File: config.mk
export PLATFORM = sky130hd
export DESIGN_NAME = shl2_basis
export DESIGN_NICKNAME = d
export VERILOG_FILES = /design/src/design/shl2_pkg.sv /design/src/design/shl2_basis.sv
export SDC_FILE = /design/constraint.sdc
export NUM_CORES = 2
export LEC_CHECK = 0
export BUFFER_PORTS_ARGS = -buffer_cell sky130_fd_sc_hd__buf_2
export CAP_MARGIN = 40
export CORE_ASPECT_RATIO = 0.5
export CORE_MARGIN = 1
export CORE_UTILIZATION = 52
export DETAILED_ROUTE_END_ITERATION = 12
export HOLD_SLACK_MARGIN = 0.12
export PLACE_DENSITY = 0.72
export SETUP_SLACK_MARGIN = 0.2
export SYNTH_ARGS = -nofsm -noshare
export SYNTH_HDL_FRONTEND = slang
export SYNTH_SLANG_ARGS = --single-unit
File: constraint.sdc
create_clock -name clk_i -period 8.8 [get_ports clk_i]
set_input_delay 1.76 -clock clk_i [delete_from_list [all_inputs] [get_ports clk_i]]
set_output_delay 1.76 -clock clk_i [all_outputs]
set_load 0.005 [all_outputs]
File: src/design/shl2_pkg.sv
// Package: shared constants, types and rounding helpers for the SH L2 irradiance unit.
`timescale 1ns / 1ps
package shl2_pkg;

  localparam int COEFF_WIDTH  = 24;
  localparam int NORMAL_WIDTH = 16;
  localparam int NUM_COEF     = 9;
  localparam int IDX_W        = 4;
  localparam int NRM_W        = 24;  // normal in Q.22
  localparam int PROD_W       = 2 * NRM_W;
  localparam int MONO_W       = 36;  // monomials in Q.30
  localparam int BASIS_W      = 21;  // basis values in Q.16
  localparam int FACTOR_W     = 19;  // signed width of band factors

  typedef enum logic {
    OP_LOAD = 1'b0,
    OP_EVAL = 1'b1
  } op_e;

  // basis constants, Q.16
  localparam logic signed [17:0] K_Y0  = 18'sd18487;
  localparam logic signed [17:0] K_Y1  = 18'sd32021;
  localparam logic signed [17:0] K_Y2A = 18'sd71602;
  localparam logic signed [17:0] K_Y2B = 18'sd20670;
  localparam logic signed [17:0] K_Y2C = 18'sd35801;

  // per-stage advance enables
  typedef struct packed {
    logic en2;
    logic en3;
    logic en4;
    logic en5;
    logic en6;
  } adv_t;

  typedef struct packed {
    logic signed [NRM_W-1:0]  x;
    logic signed [NRM_W-1:0]  y;
    logic signed [NRM_W-1:0]  z;
    logic signed [MONO_W-1:0] xy;
    logic signed [MONO_W-1:0] yz;
    logic signed [MONO_W-1:0] xz;
    logic signed [MONO_W-1:0] m6;
    logic signed [MONO_W-1:0] m8;
  } mono_t;

  typedef logic [NUM_COEF-1:0][BASIS_W-1:0] basis_t;

  // Lambertian band factor, Q.16: pi, 2pi/3, pi/4
  function automatic logic signed [FACTOR_W-1:0] band_factor(input logic [IDX_W-1:0] idx);
    logic signed [FACTOR_W-1:0] f;
    if (idx == '0) begin
      f = 19'sd205887;
    end else if (idx < 4'd4) begin
      f = 19'sd137258;
    end else begin
      f = 19'sd51472;
    end
    return f;
  endfunction

  // round half up, then floor shift
  function automatic logic signed [63:0] rnd_sh(input logic signed [63:0] p,
                                                input int unsigned s);
    logic signed [63:0] t;
    t = p + (64'sd1 <<< (s - 1));
    return t >>> s;
  endfunction

endpackage

File: src/design/shl2_basis.sv
// Basis stage: nine real L2 SH basis values in Q.16.
`timescale 1ns / 1ps
module shl2_basis (
  input  logic             clk_i,
  input  shl2_pkg::adv_t   adv_i,
  input  shl2_pkg::mono_t  mono_i,
  output shl2_pkg::basis_t basis_o
);
  localparam int BW = shl2_pkg::BASIS_W;

  shl2_pkg::basis_t basis_d, basis_q;

  always_comb begin
    logic signed [shl2_pkg::NRM_W+17:0]  p1, p2, p3;
    logic signed [shl2_pkg::MONO_W+17:0] p4, p5, p6, p7, p8;
    p1 = shl2_pkg::K_Y1 * mono_i.y;
    p2 = shl2_pkg::K_Y1 * mono_i.z;
    p3 = shl2_pkg::K_Y1 * mono_i.x;
    p4 = shl2_pkg::K_Y2A * mono_i.xy;
    p5 = shl2_pkg::K_Y2A * mono_i.yz;
    p6 = shl2_pkg::K_Y2B * mono_i.m6;
    p7 = shl2_pkg::K_Y2A * mono_i.xz;
    p8 = shl2_pkg::K_Y2C * mono_i.m8;
    basis_d[0] = BW'(shl2_pkg::K_Y0);
    // linear terms: component Q.22 times constant, scaled to Q.16
    basis_d[1] = BW'(shl2_pkg::rnd_sh(64'(p1), 22));
    basis_d[2] = BW'(shl2_pkg::rnd_sh(64'(p2), 22));
    basis_d[3] = BW'(shl2_pkg::rnd_sh(64'(p3), 22));
    basis_d[4] = BW'(shl2_pkg::rnd_sh(64'(p4), 30));
    basis_d[5] = BW'(shl2_pkg::rnd_sh(64'(p5), 30));
    basis_d[6] = BW'(shl2_pkg::rnd_sh(64'(p6), 30));
    basis_d[7] = BW'(shl2_pkg::rnd_sh(64'(p7), 30));
    basis_d[8] = BW'(shl2_pkg::rnd_sh(64'(p8), 30));
  end

  always_ff @(posedge clk_i) begin
    if (adv_i.en4) begin
      basis_q <= basis_d;
    end
  end

  assign basis_o = basis_q;
endmodule

### Yosys cells after proc, flatten, opt, wreduce, memory -nomap -nowiden

Cells that the tools add are included.

* $add $sub $neg: 8
* $mul: 8

Operators by type and width (count)
* 51-bit by 31-bit adder with 51-bit output, second input constant: 5
* 17-bit by 36-bit multiplier with 50-bit output, first input constant: 3
* 40-bit by 23-bit adder with 41-bit output, second input constant: 3
* 16-bit by 24-bit multiplier with 40-bit output, first input constant: 3
* 17-bit by 36-bit multiplier with 51-bit output, first input constant: 1
* 15-bit by 36-bit multiplier with 50-bit output, first input constant: 1

* input bits: 258
* register bits: 168
* output and inout bits: 189
* word-level logic and storage cells: 24

### Depth between registers and ports, before layout

* depth after elaboration: 2
* mapped depth: 27
* depth with buffers taken out: 27

### Worst setup path before layout

OpenSTA, ideal clock, no wires.

* path type: input -> register
* from: in mono_i[66] (netlist bit)
* to: reg basis_q, in the netlist basis_o[146], data pin
* required time: 8.541 ns
* setup time: 0.259 ns
* data arrival time: 8.318 ns
* slack: 0.223 ns
* path buffers: 2
* cell stages on the path: 26
* cell sequence: fa_1 -> inv_1 -> fa_1 -> inv_1 -> ha_1 -> fa_1 -> fa_1 -> inv_1 -> fa_1 -> inv_1 -> ha_1 -> clkbuf_1 -> nand2_1 -> nand2_1 -> and3_1 -> or2_2 -> and2_1 -> a211oi_2 -> xnor2_1 -> nand4_1 -> or4_1 -> clkbuf_1 -> or4b_4 -> mux2_4 -> nor3_2 -> xnor2_1

RTL lines
* start: declaration: RTL line shl2_basis.sv:6 `input shl2_pkg::mono_t mono_i,`
* end signal: assignment: RTL line shl2_basis.sv:38 `basis_q <= basis_d;`
* end: declaration: RTL line shl2_basis.sv:11 `shl2_pkg::basis_t basis_d, basis_q;`

==> impl_results.md <==
* Outcome: finished clean
* Tmin final at 8350 ps
* Core area at 153000 um2
* Seq cells post-synth at 162
* I/O Pins at 447
* Total gr overflow at 0
* YS warnings at 0
* Synth top area cells: fa_1 40%, ha_1 24%, inv_1 14%
* DR vias/cell at 4.94
* Sequential area share after synthesis at 6.05%
* CP max FO at 5
* DR pass1 iterations at 5
* Detailed Route Iter0 Violations at 2026
* Die width at 558 um
* Post-synth EDFFs at 162
* Num CTS Buffers at 25
* CP endpoint kind: register
* Final Max Slew Viols at 0
* Most frequent cells in the layout: 3062 x inv_1, 1596 x fa_1, 1571 x ha_1, 420 x buf_2, 318 x buf_4
* RSZ-0062 raised after global routing: no
* Top FF cell, synth: edfxtp_1
* Final period util at 94.9%
* Via count at 55000
* Vias in the first global route at 60200
* Height of the die at 280 um
* Final Net Count at 12500
* # Max-Cap Violations at 0
* Root Driver: clkbuf_16
* Sink Count at 162
* Setup TNS at 0 ps
* Mapped Area at 80400 um2
* Top cell type's share of synthesized area at 39.8%
* Die Area at 156000 um2
* Area post-placement at 87200 um2
* First-pass GRT wire length at 295000 um
* WS Path Type: in -> reg
* Async SR Flop Fraction at 0%
* Worst setup SP type: input pin
* Crit path top cell by count: fa_1
* Rows at 101
* H-Tree Depth at 4
* Hold Crit Class: in -> reg
* Final hold viol count at 0
* Worst Path Arrival at 8630 ps
* Layout cells sized above 1 at 9.00%
* Routability cong. at 0.944
* ANT nets after route at 0
* CP Data Required Time at 9080 ps
* CTS max path bufs at 3
* IO buf count at 421
* Largest net degree at the start of global routing at 77
* Post-CTS Hold Buffers at 0
* Count of different cell masters after synthesis at 90
* DR WL/cell at 15.6 um
* Max Freq at 0.120 GHz
* Final-report setup violation count at 0
* Crit-path slowest cell: or4_1
* DRC violations left at 0
* Initial core utilization at 52.7%
* Max incr delay on CP at 580 ps
* Clock transition at path regs at 70 ps
* Cell taking the most area after synthesis: fa_1
* Fillers at 13200
* Syn_area_per_cell at 9.65 um2
* Final instance area at 88000 um2
* Detailed placer's ending HPWL at 158000 um
* Slew margin rel. at 49.7%
* Worst slew pin tran at 755 ps
* Synthesized instance count at 8331
* Max reg flops at 162
* GRT Total Usage at 23.6%
* Area grow syn2layout at 9.51%
* Routed WL at 174000 um
* Most common cell after layout, fill and taps aside: inv_1
* Initial antenna violation count at 33
* TritonCTS clock tree: built
## cells in the mapped netlist (all sizes together), types with 27 or more instances
| library cell | number |
|---|---|
| nand2 | 217 |
| nand3 | 59 |
| o21ai | 113 |
| xor2 | 148 |
| nand4 | 46 |
| a211oi | 30 |
| buf | 31 |
| xnor2 | 222 |
| fa | 1596 |
| nor3 | 57 |
| ha | 1571 |
| clkbuf | 35 |
| inv | 3062 |
| a21o | 109 |
| o21a | 39 |
| nor2b | 37 |
| nand2b | 27 |
| nor2 | 154 |
| a21oi | 252 |
| edfxtp | 162 |
## metrics by stage
step	utilization [%]	hold slack, ps	std cells	worst slack, ps
final	57.7	1810	11100	450
after global routing	57.7	1850	11100	194
after CTS	57.6	1840	11100	280
after detailed placement	57.1	2150	11100	-382
after global placement	57.1	2150	11100	-262
after floorplan	-	1870	8350	223
## cell families (layout without fill, tap and decap cells)
| kind of cell | count (synthesis) | after routing | share of synthesized area [%] |
|---|---|---|---|
| flip-flops | 162 | 162 | 6.05 |
| AND/OR/NAND/NOR | 737 | 737 | 4.59 |
| AO/OA/AOI/OAI | 736 | 736 | 5.96 |
| buffers and inverters | 3128 | 3835 | 14.7 |
| other | 2 | 43 | 0.00935 |
| XOR/XNOR | 370 | 370 | 4.05 |
| adder cells (fa/ha/maj) | 3167 | 3167 | 64.2 |
| multiplexers | 29 | 29 | 0.372 |
## layout make-up
class	instances	area (um2)	area share [%]
tap	2060	2580	2.93
timing repair buffer	740	4520	5.14
clock inverter	7	85.1	0.0967
sequential	162	4860	5.53
clock buffer	26	629	0.715
antenna	22	55.1	0.0626
inverter	3062	11500	13.1
multi-input combinational	5060	63800	72.5
## worst max-delay path: cells and delay by family
family          cells  cell delay (ps)
simple gates        7             2090
buf+inv             5              330
xor+xnor            1              100
compound gates      4              880
mux                 1              320
fa+ha+maj           7             3150
## routing by layer
metal  part of all wire [%]  GRT usage [%]  vias up  routed length [um]
met4                    2.7           6.40        2                4660
met3                    2.8           2.06      257                4820
met5                 0.0058              0        -                  10
li1                       -              -    26600                   -
met1                     43           29.9    27400               75400
met2                     51           43.1      788               88600
## timing repair
item | in CTS | in global routing
gates resized for setup | 1 | 10
endpoints found under the setup margin | 1 | 6
pin swaps | 0 | 4
buffers inserted | 0 | 1
## path summary, 6_finish.rpt
| check | slack (ps) | end | startpoint | cells past startpoint |
|---|---|---|---|---|
| setup / recovery | 450 | basis_o[146] | mono_i[56] | 25 |
| hold / removal | 1810 | basis_o[21] | adv_i[2] | 1 |
Power is left out: the tool's default activity adds up to more than one toggle a clock period on the data nets, which glitch-free logic cannot reach.
